## src/sv/tws_pkg.sv

```systemverilog
// Shared types, constants and helpers of the three-wire serial register access block.
package tws_pkg;

   localparam int WAIT_WIDTH = 16;
   localparam int CFG_WIDTH = 16;
   localparam int CSR_INDEX_WIDTH = 2;
   localparam int BIT_COUNT_WIDTH = 4;

   localparam logic [WAIT_WIDTH-1:0] WAIT_MAX = {WAIT_WIDTH{1'b1}};

   localparam logic [CSR_INDEX_WIDTH-1:0] CSR_PHASE_TICKS = 2'd0;
   localparam logic [CSR_INDEX_WIDTH-1:0] CSR_READ_SETUP_TICKS = 2'd1;
   localparam logic [CSR_INDEX_WIDTH-1:0] CSR_WRITE_GAP_TICKS = 2'd2;

   localparam logic [CFG_WIDTH-1:0] PHASE_TICKS_RESET = 16'd30;
   localparam logic [CFG_WIDTH-1:0] READ_SETUP_TICKS_RESET = 16'd300;
   localparam logic [CFG_WIDTH-1:0] WRITE_GAP_TICKS_RESET = 16'd1000;

   localparam logic [BIT_COUNT_WIDTH-1:0] BIT_LAST = 4'd15;
   localparam logic [BIT_COUNT_WIDTH-1:0] BIT_FIRST_READ = 4'd8;

   typedef struct packed {
      logic [CFG_WIDTH-1:0] phase_ticks;
      logic [CFG_WIDTH-1:0] read_enable_setup_ticks;
      logic [CFG_WIDTH-1:0] write_bit_gap_ticks;
   } cfg_type;

   // Saturates a wait length to the counter width and treats zero as one.
   function automatic logic [WAIT_WIDTH-1:0] load_wait(input logic [CFG_WIDTH-1:0] v);
      logic [31:0] w;
      w = 32'(v);
      if (w > 32'(WAIT_MAX)) begin
         w = 32'(WAIT_MAX);
      end
      if (w == 32'd0) begin
         w = 32'd1;
      end
      return WAIT_WIDTH'(w);
   endfunction

endpackage

```

## src/sv/tws_csr.sv

```systemverilog
// Configuration registers of the three-wire serial register access block.
module tws_csr (
   input  logic                                  clock,
   input  logic                                  reset,
   input  logic                                  csr_valid,
   output logic                                  csr_ready,
   input  logic [tws_pkg::CSR_INDEX_WIDTH-1:0]   csr_index,
   input  logic [tws_pkg::CFG_WIDTH-1:0]         csr_data,
   output tws_pkg::cfg_type                      cfg
);

   tws_pkg::cfg_type cfg_ff;
   tws_pkg::cfg_type cfg_in;

   assign csr_ready = 1'b1;
   assign cfg = cfg_ff;

   always_comb begin
      cfg_in = cfg_ff;
      if (csr_valid) begin
         case (csr_index)
            tws_pkg::CSR_PHASE_TICKS: cfg_in.phase_ticks = csr_data;
            tws_pkg::CSR_READ_SETUP_TICKS: cfg_in.read_enable_setup_ticks = csr_data;
            tws_pkg::CSR_WRITE_GAP_TICKS: cfg_in.write_bit_gap_ticks = csr_data;
            default: cfg_in = cfg_ff;
         endcase
      end
   end

   always_ff @(posedge clock) begin
      if (reset) begin
         cfg_ff.phase_ticks <= tws_pkg::PHASE_TICKS_RESET;
         cfg_ff.read_enable_setup_ticks <= tws_pkg::READ_SETUP_TICKS_RESET;
         cfg_ff.write_bit_gap_ticks <= tws_pkg::WRITE_GAP_TICKS_RESET;
      end else begin
         cfg_ff <= cfg_in;
      end
   end

endmodule

```

## src/sv/three_wire_serial_register_access.sv

```systemverilog
// Top level of the three-wire serial register access master, one timing tick per word.
//
//   Channel  Direction  Handshake              Word
//   req_     in         req_valid/req_stall    start, opcode, address, data, line level
//   rsp_     out        rsp_valid/rsp_stall    pin levels, busy, done, read byte
//   csr_     in         csr_valid/csr_ready    register index and value
//
// Each request word is one tick; a word is taken every cycle unless the response side
// stalls, and its response appears in the next cycle from the response register.
// The sequencer state advances only when a request word is taken.
// A stalled response holds the response register and stalls the request side.
// Reset returns the sequencer to idle with all pins low and the timing registers
// to their default values.
module three_wire_serial_register_access (
   input  logic                                clock,
   input  logic                                reset,
   input  logic                                req_valid,
   output logic                                req_stall,
   input  logic                                req_start_req,
   input  logic                                req_opcode,
   input  logic [7:0]                          req_reg_address,
   input  logic [7:0]                          req_write_data,
   input  logic                                req_line_in,
   output logic                                rsp_valid,
   input  logic                                rsp_stall,
   output logic                                rsp_serial_clock,
   output logic                                rsp_chip_enable,
   output logic                                rsp_line_out,
   output logic                                rsp_line_drive,
   output logic                                rsp_busy_res,
   output logic                                rsp_done_res,
   output logic [7:0]                          rsp_read_byte,
   input  logic                                csr_valid,
   output logic                                csr_ready,
   input  logic [tws_pkg::CSR_INDEX_WIDTH-1:0] csr_index,
   input  logic [tws_pkg::CFG_WIDTH-1:0]       csr_data
);

   typedef enum logic [2:0] {
      S_IDLE,
      S_PRE,
      S_SETUP,
      S_LOW,
      S_DATA,
      S_HIGH,
      S_GAP,
      S_TAIL
   } state_type;

   tws_pkg::cfg_type cfg;

   state_type                              state_ff, state_in;
   logic [tws_pkg::WAIT_WIDTH-1:0]         wait_ff, wait_in;
   logic [tws_pkg::BIT_COUNT_WIDTH-1:0]    bit_ff, bit_in;
   logic [15:0]                            out_shift_ff, out_shift_in;
   logic [7:0]                             in_shift_ff, in_shift_in;
   logic                                   read_mode_ff, read_mode_in;
   logic                                   clk_ff, clk_in;
   logic                                   ce_ff, ce_in;
   logic                                   out_ff, out_in;
   logic                                   drive_ff, drive_in;
   logic                                   done_in;
   logic [7:0]                             read_byte_in;

   logic                                   rsp_valid_ff, rsp_valid_in;
   logic                                   rsp_clk_ff, rsp_ce_ff, rsp_out_ff, rsp_drive_ff;
   logic                                   rsp_busy_ff, rsp_done_ff;
   logic [7:0]                             rsp_read_byte_ff;

   logic                                   accept;
   logic                                   write_slot;

   tws_csr u_csr (
      .clock     (clock),
      .reset     (reset),
      .csr_valid (csr_valid),
      .csr_ready (csr_ready),
      .csr_index (csr_index),
      .csr_data  (csr_data),
      .cfg       (cfg)
   );

   assign req_stall = rsp_valid_ff & rsp_stall;
   assign accept = req_valid & ~req_stall;
   assign write_slot = ~read_mode_ff | (bit_ff < tws_pkg::BIT_FIRST_READ);

   always_comb begin
      state_in = state_ff;
      wait_in = wait_ff;
      bit_in = bit_ff;
      out_shift_in = out_shift_ff;
      in_shift_in = in_shift_ff;
      read_mode_in = read_mode_ff;
      clk_in = clk_ff;
      ce_in = ce_ff;
      out_in = out_ff;
      drive_in = drive_ff;
      done_in = 1'b0;
      read_byte_in = 8'd0;
      if (accept) begin
         if (state_ff == S_IDLE) begin
            if (req_start_req) begin
               read_mode_in = req_opcode;
               out_shift_in = {(req_opcode ? 8'd0 : req_write_data), req_reg_address};
               in_shift_in = 8'd0;
               bit_in = '0;
               clk_in = 1'b0;
               ce_in = 1'b0;
               state_in = S_PRE;
               wait_in = tws_pkg::load_wait(cfg.phase_ticks);
            end
         end else if (wait_ff > tws_pkg::WAIT_WIDTH'(1)) begin
            wait_in = wait_ff - tws_pkg::WAIT_WIDTH'(1);
         end else begin
            wait_in = '0;
            case (state_ff)
               S_PRE: begin
                  ce_in = 1'b1;
                  drive_in = 1'b1;
                  out_in = 1'b0;
                  if (read_mode_ff && cfg.read_enable_setup_ticks != '0) begin
                     state_in = S_SETUP;
                     wait_in = tws_pkg::load_wait(cfg.read_enable_setup_ticks);
                  end else begin
                     clk_in = 1'b0;
                     state_in = S_LOW;
                     wait_in = tws_pkg::load_wait(cfg.phase_ticks);
                  end
               end
               S_SETUP: begin
                  clk_in = 1'b0;
                  state_in = S_LOW;
                  wait_in = tws_pkg::load_wait(cfg.phase_ticks);
               end
               S_LOW: begin
                  if (write_slot) begin
                     out_in = out_shift_ff[bit_ff];
                     state_in = S_DATA;
                  end else begin
                     in_shift_in = {req_line_in, in_shift_ff[7:1]};
                     clk_in = 1'b1;
                     state_in = S_HIGH;
                  end
                  wait_in = tws_pkg::load_wait(cfg.phase_ticks);
               end
               S_DATA: begin
                  clk_in = 1'b1;
                  state_in = S_HIGH;
                  wait_in = tws_pkg::load_wait(cfg.phase_ticks);
               end
               S_HIGH, S_GAP: begin
                  if (state_ff == S_HIGH && write_slot && cfg.write_bit_gap_ticks != '0) begin
                     state_in = S_GAP;
                     wait_in = tws_pkg::load_wait(cfg.write_bit_gap_ticks);
                  end else if (bit_ff >= tws_pkg::BIT_LAST) begin
                     state_in = S_TAIL;
                     if (read_mode_ff) begin
                        bit_in = '0;
                     end else begin
                        bit_in = tws_pkg::BIT_COUNT_WIDTH'(1);
                        clk_in = 1'b0;
                     end
                     wait_in = tws_pkg::load_wait(cfg.phase_ticks);
                  end else begin
                     bit_in = bit_ff + tws_pkg::BIT_COUNT_WIDTH'(1);
                     if (read_mode_ff && bit_in == tws_pkg::BIT_FIRST_READ) begin
                        drive_in = 1'b0;
                        out_in = 1'b0;
                     end
                     clk_in = 1'b0;
                     state_in = S_LOW;
                     wait_in = tws_pkg::load_wait(cfg.phase_ticks);
                  end
               end
               S_TAIL: begin
                  if (bit_ff == '0) begin
                     bit_in = tws_pkg::BIT_COUNT_WIDTH'(1);
                     clk_in = 1'b0;
                     wait_in = tws_pkg::load_wait(cfg.phase_ticks);
                  end else begin
                     clk_in = 1'b0;
                     ce_in = 1'b0;
                     drive_in = 1'b0;
                     out_in = 1'b0;
                     done_in = 1'b1;
                     read_byte_in = read_mode_ff ? in_shift_ff : 8'd0;
                     state_in = S_IDLE;
                  end
               end
               default: begin
                  state_in = S_IDLE;
               end
            endcase
         end
      end
   end

   assign rsp_valid_in = accept | (rsp_valid_ff & rsp_stall);

   always_ff @(posedge clock) begin
      if (reset) begin
         state_ff <= S_IDLE;
         wait_ff <= '0;
         bit_ff <= '0;
         out_shift_ff <= '0;
         in_shift_ff <= '0;
         read_mode_ff <= 1'b0;
         clk_ff <= 1'b0;
         ce_ff <= 1'b0;
         out_ff <= 1'b0;
         drive_ff <= 1'b0;
         rsp_valid_ff <= 1'b0;
         rsp_clk_ff <= 1'b0;
         rsp_ce_ff <= 1'b0;
         rsp_out_ff <= 1'b0;
         rsp_drive_ff <= 1'b0;
         rsp_busy_ff <= 1'b0;
         rsp_done_ff <= 1'b0;
         rsp_read_byte_ff <= 8'd0;
      end else begin
         state_ff <= state_in;
         wait_ff <= wait_in;
         bit_ff <= bit_in;
         out_shift_ff <= out_shift_in;
         in_shift_ff <= in_shift_in;
         read_mode_ff <= read_mode_in;
         clk_ff <= clk_in;
         ce_ff <= ce_in;
         out_ff <= out_in;
         drive_ff <= drive_in;
         rsp_valid_ff <= rsp_valid_in;
         if (accept) begin
            rsp_clk_ff <= clk_in;
            rsp_ce_ff <= ce_in;
            rsp_out_ff <= drive_in & out_in;
            rsp_drive_ff <= drive_in;
            rsp_busy_ff <= (state_in != S_IDLE);
            rsp_done_ff <= done_in;
            rsp_read_byte_ff <= read_byte_in;
         end
      end
   end

   assign rsp_valid = rsp_valid_ff;
   assign rsp_serial_clock = rsp_clk_ff;
   assign rsp_chip_enable = rsp_ce_ff;
   assign rsp_line_out = rsp_out_ff;
   assign rsp_line_drive = rsp_drive_ff;
   assign rsp_busy_res = rsp_busy_ff;
   assign rsp_done_res = rsp_done_ff;
   assign rsp_read_byte = rsp_read_byte_ff;

`ifndef SYNTHESIS
   a_idle_pins_low: assert property (@(posedge clock) disable iff (reset)
      state_ff == S_IDLE |-> !ce_ff && !drive_ff && !clk_ff)
      else $error("sequencer idle with pins not low");

   a_done_ends_transaction: assert property (@(posedge clock) disable iff (reset)
      rsp_valid_ff && rsp_done_ff |-> !rsp_busy_ff && !rsp_ce_ff && !rsp_drive_ff)
      else $error("done word reports an open transaction");

   a_read_byte_only_on_done: assert property (@(posedge clock) disable iff (reset)
      rsp_valid_ff && !rsp_done_ff |-> rsp_read_byte_ff == 8'd0)
      else $error("read byte set outside a done word");

   a_wait_nonzero_when_busy: assert property (@(posedge clock) disable iff (reset)
      accept && state_in != S_IDLE |=> wait_ff != '0)
      else $error("busy sequencer with empty wait counter");
`endif

endmodule
```

## config.mk

```make
export PLATFORM = sky130hd
export DESIGN_NAME = three_wire_serial_register_access
export DESIGN_NICKNAME = d
export VERILOG_FILES = /design/src/sv/tws_pkg.sv /design/src/sv/tws_csr.sv /design/src/sv/three_wire_serial_register_access.sv
export SDC_FILE = /design/constraint.sdc
export NUM_CORES = 1
export LEC_CHECK = 0
export BUFFER_PORTS_ARGS = -buffer_cell sky130_fd_sc_hd__buf_2
export CAP_MARGIN = 20
export CORE_MARGIN = 2
export CORE_UTILIZATION = 60
export DETAILED_ROUTE_END_ITERATION = 16
export MAX_ROUTING_LAYER = met4
export PLACE_DENSITY_LB_ADDON = 0.25
export SLEW_MARGIN = 20
export SYNTH_ARGS = -nofsm -noshare
export SYNTH_HDL_FRONTEND = slang
export SYNTH_SLANG_ARGS = --single-unit
```

## constraint.sdc

```tcl
create_clock -name clock -period 4.5 [get_ports clock]
set_input_delay 0.9 -clock clock [delete_from_list [all_inputs] [get_ports clock]]
set_output_delay 0.9 -clock clock [all_outputs]
set_load 0.01 [all_outputs]
```

* Yosys cells after proc, flatten, opt, wreduce, memory -nomap -nowiden *
Cells that the tools add are included.

cells by class
  add/subtract/negate cells = 2
  multipliers = 0
  div/mod/pow operators = 0
  $lt $le $gt $ge = 4
  equality and inequality tests = 15
  shift operators = 0
  muxes and demuxes = 78
  bitwise gates (word level) = 7
  reduce and logical (&&, ||, !) cells = 25

operators by type and width
  kind                                                 count
  2-to-1 mux 16 bit                                    9
  2-to-1 mux 8 bit                                     11
  one-hot mux 16 bit (4 select lines)                  1
  logical NOT 16 bit                                   3
  2-to-1 mux 1 bit                                     37
  nonzero test 16 bit                                  2
  2-to-1 mux 4 bit                                     6
  2-to-1 mux 3 bit                                     7
  one-hot mux 3 bit (6 select lines)                   1
  > comparator 16 x 1 -> 1 bit, second input constant  1
  subtractor 16 x 1 -> 16 bit, second input constant   1
  equality test 3 bit, second input constant           4
  one-hot mux 4 bit (2 select lines)                   1
  AND reduction 2 bit                                  4
  equality test 3 x 2 -> 1 bit, second input constant  2
  != test 3 bit, second input constant                 2
  AND reduction 6 bit                                  1
  nonzero test 3 bit                                   2
  < comparator 4 x 5 -> 1 bit, second input constant   1
  one-hot mux 1 bit (5 select lines)                   1
  AND reduction 5 bit                                  1
  adder 4 x 1 -> 4 bit, second input constant          1
  binary-select mux 1 bit (select 4 bit)               1
  equality test 4 bit, second input constant           1
  21 further kinds                                     30

storage, ports and cells
  register bits = 115
  bits in latches = 0
  memory bits (writable) = 0
  bits in read-only memories = 0
  output and inout port bits = 17
  memories kept = 0

* Depth between registers and ports, before layout *
  depth after elaboration = 11
  depth in mapped cells = 11

* Hierarchy *
A second synthesis with hierarchy kept.

unflattened totals
  cells, all modules = 702
  area total of the unflattened synthesis = 5920.7 um^2

by module, submodules not included
  module                             times used  cells an instance  area an instance (um^2)  sequential area each (um^2)
  three_wire_serial_register_access  1           513                3966.3                   1341.3
  tws_csr                            1           189                1954.4                   960.9

* Worst setup path before layout *
OpenSTA, ideal clock, no wires.

  path type = reg2reg
  start point = register bit_ff[0] (netlist name)
  end point = register wait_ff[2] (netlist name)
  setup time = 0.131 ns
  arrival = 2.485 ns
  path slack = 1.885 ns
  cell stages (with the launch flop) = 12
  clock period less this slack = 2.615 ns
  cells stage by stage = dfxtp_1 -> clkbuf_1 -> inv_1 -> ha_1 -> or3b_1 -> clkbuf_1 -> nand3_1 -> a222oi_1 -> o211ai_1 -> buf_2 -> a221oi_1 -> nor3_1

on the way
  longest elaborated chain between the ends = 8

ends and longest elaborated chain
  item                                   line                                      source
  start, declared                        three_wire_serial_register_access.sv:54   logic [tws_pkg::BIT_COUNT_WIDTH-1:0] bit_ff, bit_in;
  start signal, assigned                 three_wire_serial_register_access.sv:223  bit_ff <= bit_in;
  < comparator 4 bit                     three_wire_serial_register_access.sv:85   assign write_slot = ~read_mode_ff | (bit_ff < tws_pkg::BIT_FIRST_READ);
  bitwise OR 1 bit                       three_wire_serial_register_access.sv:85
  logical AND 1 bit (2 in series)        three_wire_serial_register_access.sv:152  if (state_ff == S_HIGH && write_slot && cfg.write_bit_gap_ticks != '0) begin
  2-to-1 mux 16 bit                      three_wire_serial_register_access.sv:152
  one-hot mux 16 bit (4 select lines) *  three_wire_serial_register_access.sv:116  case (state_ff)
  2-to-1 mux 16 bit *                    three_wire_serial_register_access.sv:112  end else if (wait_ff > tws_pkg::WAIT_WIDTH'(1)) begin
  2-to-1 mux 16 bit *                    three_wire_serial_register_access.sv:101  if (state_ff == S_IDLE) begin
  end signal, assigned                   three_wire_serial_register_access.sv:222  wait_ff <= wait_in;
  end, declared                          three_wire_serial_register_access.sv:53   logic [tws_pkg::WAIT_WIDTH-1:0] wait_ff, wait_in;

Mark *: on every way between the ends. The rest lies on a longest branch, timed or not.
A chain may end at the register's enable or synchronous reset.

* Worst setup path after layout *
  start point = register state_ff[0]
  end point = register wait_ff[15] (netlist name)

on the way
  longest elaborated chain between the ends = 7

ends and longest elaborated chain
  item                                 line                                                                                source
  start, declared                      three_wire_serial_register_access.sv:52                                             state_type state_ff, state_in;
  start signal, assigned               three_wire_serial_register_access.sv:221                                            state_ff <= state_in;
  equality test 3 bit                  three_wire_serial_register_access.sv:116, three_wire_serial_register_access.sv:152
  logical AND 1 bit (2 in series)      three_wire_serial_register_access.sv:152
  2-to-1 mux 16 bit                    three_wire_serial_register_access.sv:152
  one-hot mux 16 bit (4 select lines)  three_wire_serial_register_access.sv:116
  2-to-1 mux 16 bit                    three_wire_serial_register_access.sv:112
  2-to-1 mux 16 bit                    three_wire_serial_register_access.sv:101

Parallel ways exist; a longest one is shown, timed or not.

==> summary.md <==
| Metric | Value |
|---|---|
| Synth top area share | 39.3% |
| Number of synthesized flops with an enable pin | 0 |
| FF-to-FF path depth | 6 |
| Final setup viols | 0 |
| Nets | 822 |
| Htree depth | 4 |
| Avg Cell Area, Syn | 7.83 sq um |
| CTS root buf | clkbuf_8 |
| Reg-to-reg critical path startpoint | state_ff[0] |
| Routed len/inst | 17.9 microns |
| Worst setup SP type | flip-flop |
| Slew margin rel. | 24.6% |
| Final Max Slew Viols | 0 |
| CTS tree | yes |
| Rows | 36 |
| Post-DP HPWL | 11300 microns |
| Fmax | 0.301 GHz |
| Crit path max-delay family | compound AO/OA/AOI/OAI gates |
| Pwr Density | 416 nW/um^2 |
| Hold EP | out_shift_ff[14] |
| Share of layout cells above drive strength 1 | 15.0% |
| Initial cell density of the core | 60.8% |
| Synth warn | 0 |
| Critical path class | reg -> reg |
| Top cells by area, synth | dfxtp_1, nand2_1, a21oi_1, nand3b_1, nor2_1 |
| Via count | 5786 |
| Clock Tree Buf Depth | 2 |
| Internal power | 2.04 mW |
| Post-synthesis register bit count | 115 |
| Synth cell types | 75 |
| CTS buffer count | 17 |
| Vias in the first global route | 5157 |
| Reg2reg setup slack | 1.18 ns |
| Sink Count | 115 |
| Diode count | 0 |
| P_leak | 2.52 nW |
| Resized Gates After CTS | 0 |
| Die area | 10600 sq um |
| I/O pins | 59 |
| Post-Syn Area | 5860 sq um |
| Endpoint of the worst register-to-register path | wait_ff[15] |
| Vias per inst | 6.28 |
| Crit-path cells | inv_1, nor3_1, a222oi_1, o211ai_1, a221oi_1, a211oi_1 |
| Post-synth ARST share | 0% |
| Slew at the pin closest to its max-slew limit | 1.13 ns |
| Yosys top cell by area | dfxtp_1 |
| Register area share after synthesis | 39.3% |
| WHS | 0.449 ns |
| Required time of the critical path | 4.94 ns |
| Routability cong. | 0.958 |
| Comb power frac | 11.5% |
| Top_reg_cell synth | dfxtp_1 |
| Crit path time final | 3.32 ns |
| Critical-path top delay cell | o211ai_1 |
| Post-route ant nets | 0 |
| Min-delay worst type | reg -> reg |
| Total Power | 2.81 mW |
| Hold Crit Start | out_shift_ff[14] |
| IO buf count | 57 |
| Hold_buf cts | 0 |
| Min-Delay Path Depth | 2 |
| Commonest cells in the netlist | nand2_1, dfxtp_1, a21oi_1, nor2_1, clkbuf_1 |
| DRC | 0 |
| Die height | 103 microns |
| CP peak stage delay | 0.83 ns |
| Top-count cell post-synth | nand2_1 |
| DR iter-0 viols | 436 |
| Net Switching | 0.768 mW |
| RSZ-0062 raised after global routing | false |
| Maximum vdd ir drop | 0.313 mV |
| Setup crit end kind | flip-flop |
| Non-filler cells, final | 921 |
| Area Overhead vs Synth | 15.3% |
| Switching Share | 27.3% |
| Placed cells | 889 |
| Routed wire length | 16400 microns |
| CP max FO | 19 |
| Worst-path clk slew | 0.06 ns |
| Total Routing Usage GR | 33.1% |
| Final Cycle Share | 73.8% |
| Initial antenna violation count | 0 |
| Postcts setup bufs | 0 |
| Outcome | complete, no violations |
| Clock skew | 0.0129 ns |
| Final global-route overflow total | 0 |
| First-pass detailed-route iteration total | 5 |
| Final core utilization | 70.1% |
| Final setup TNS | 0 ns |
| Hold Fails Final Rpt | 0 |
| Max-cap viol count | 0 |
| Worst skew pair latency | 0.52 ns |
| First-pass GRT wire length | 26300 microns |
| Seq pwr share | 39.4% |
| Post-synthesis cell count | 748 |
| Pin count of the biggest net entering global routing | 79 |
| Power share of the clock group | 49.1% |
| Worst Path Buf+Inv | 1 |
| Die W | 103 microns |
| Syn_nets | 795 |
| Core area | 9640 sq um |
| CP arrival | 3.76 ns |
## metrics by stage
step | worst slack, ns | area [sq um]
after global placement | 1.38 | 6140
after detailed placement | 1.23 | 6140
after CTS | 1.25 | 6750
final | 1.18 | 6760
after global routing | 0.835 | 6760
after floorplan | 1.88 | 5860
## worst reg2reg max path, stage by stage (launching register included)
cell and delay (ns):
dfxtp_1 0.71, inv_1 0.24, nor3_1 0.68, a222oi_1 0.31
o211ai_1 0.83, a221oi_1 0.22, a211oi_1 0.26
## cells by family after synthesis
family	Yosys count	synth area share, %
buffers and inverters	66	4.57
DFF	115	39.3
xor gates and xnor gates	12	1.79
and+or+nand+nor	345	28.7
muxes	7	2.07
adders and majority gates	5	1.07
other	1	0.0640
AOI/OAI and AO/OA	197	22.4
## sequential cells by signal, indices dropped and copies added, names as in the netlist, 3 cells and up
name and cells:
state_ff 3, wait_ff 16, rsp_read_byte 8, out_shift_ff 16, bit_ff 4, in_shift_ff 8
u_csr.cfg 48
## how the worst max path moves through the flow
stage	startpoint	end	slack [ns]	cells after the start
final	state_ff[0]	wait_ff[15]	1.18	6
after global routing	state_ff[0]	wait_ff[15]	0.84	6
after CTS	state_ff[0]	wait_ff[15]	1.25	6
after detailed placement	state_ff[0]	wait_ff[15]	1.23	6
after global placement	state_ff[0]	wait_ff[15]	1.38	6
after floorplan	bit_ff[0]	wait_ff[2]	1.88	11
## placed cells by master, fill, tap and decap left out, types with 5 or more instances in the layout
cell type and count:
ha_1 5, nand3b_1 24, and2_1 5, nor2b_1 5, o21ai_0 20, nand2b_1 6
nor4_1 18, a221oi_1 9, dfxtp_1 115, a311oi_1 5, xnor2_1 5, a22oi_1 10
nor3_1 17, nor2_1 48, inv_1 11, xor2_1 7, clkbuf_16 16, o31ai_1 5
a21oi_1 83, nand3_1 17, a211oi_1 11, buf_2 56, nand2_1 169, buf_4 7
a22o_1 13
## routing by layer
layer,track usage [%],vias up,share of wire [%]
li1,-,2745,-
met4,9.92,0,1.7
met3,8.95,36,9.0
met2,46.4,264,44
met1,46.8,2741,45
met5,-,-,0
## layout make-up
| type | count | area, sq um |
|---|---|---|
| Inverter | 11 | 41.3 |
| Fill cell | 825 | 2880 |
| Tap cell | 133 | 166 |
| Sequential cell | 115 | 2300 |
| Clock buffer | 18 | 428 |
| Clock inverter | 14 | 180 |
| Timing Repair Buffer | 63 | 333 |
| Multi-Input combinational cell | 567 | 3300 |
## power by group through the flow
stage	combinational (mW)	sequential, mW	clock, mW
2_1_floorplan	0.239	1.11	0
3_3_place_gp	0.308	1.12	0
3_5_place_dp	0.314	1.13	0
4_1_cts	0.317	1.10	1.38
5_1_grt	0.358	1.11	1.43
6_report	0.324	1.11	1.38
Note: power is estimated with default switching activity, not from simulation.
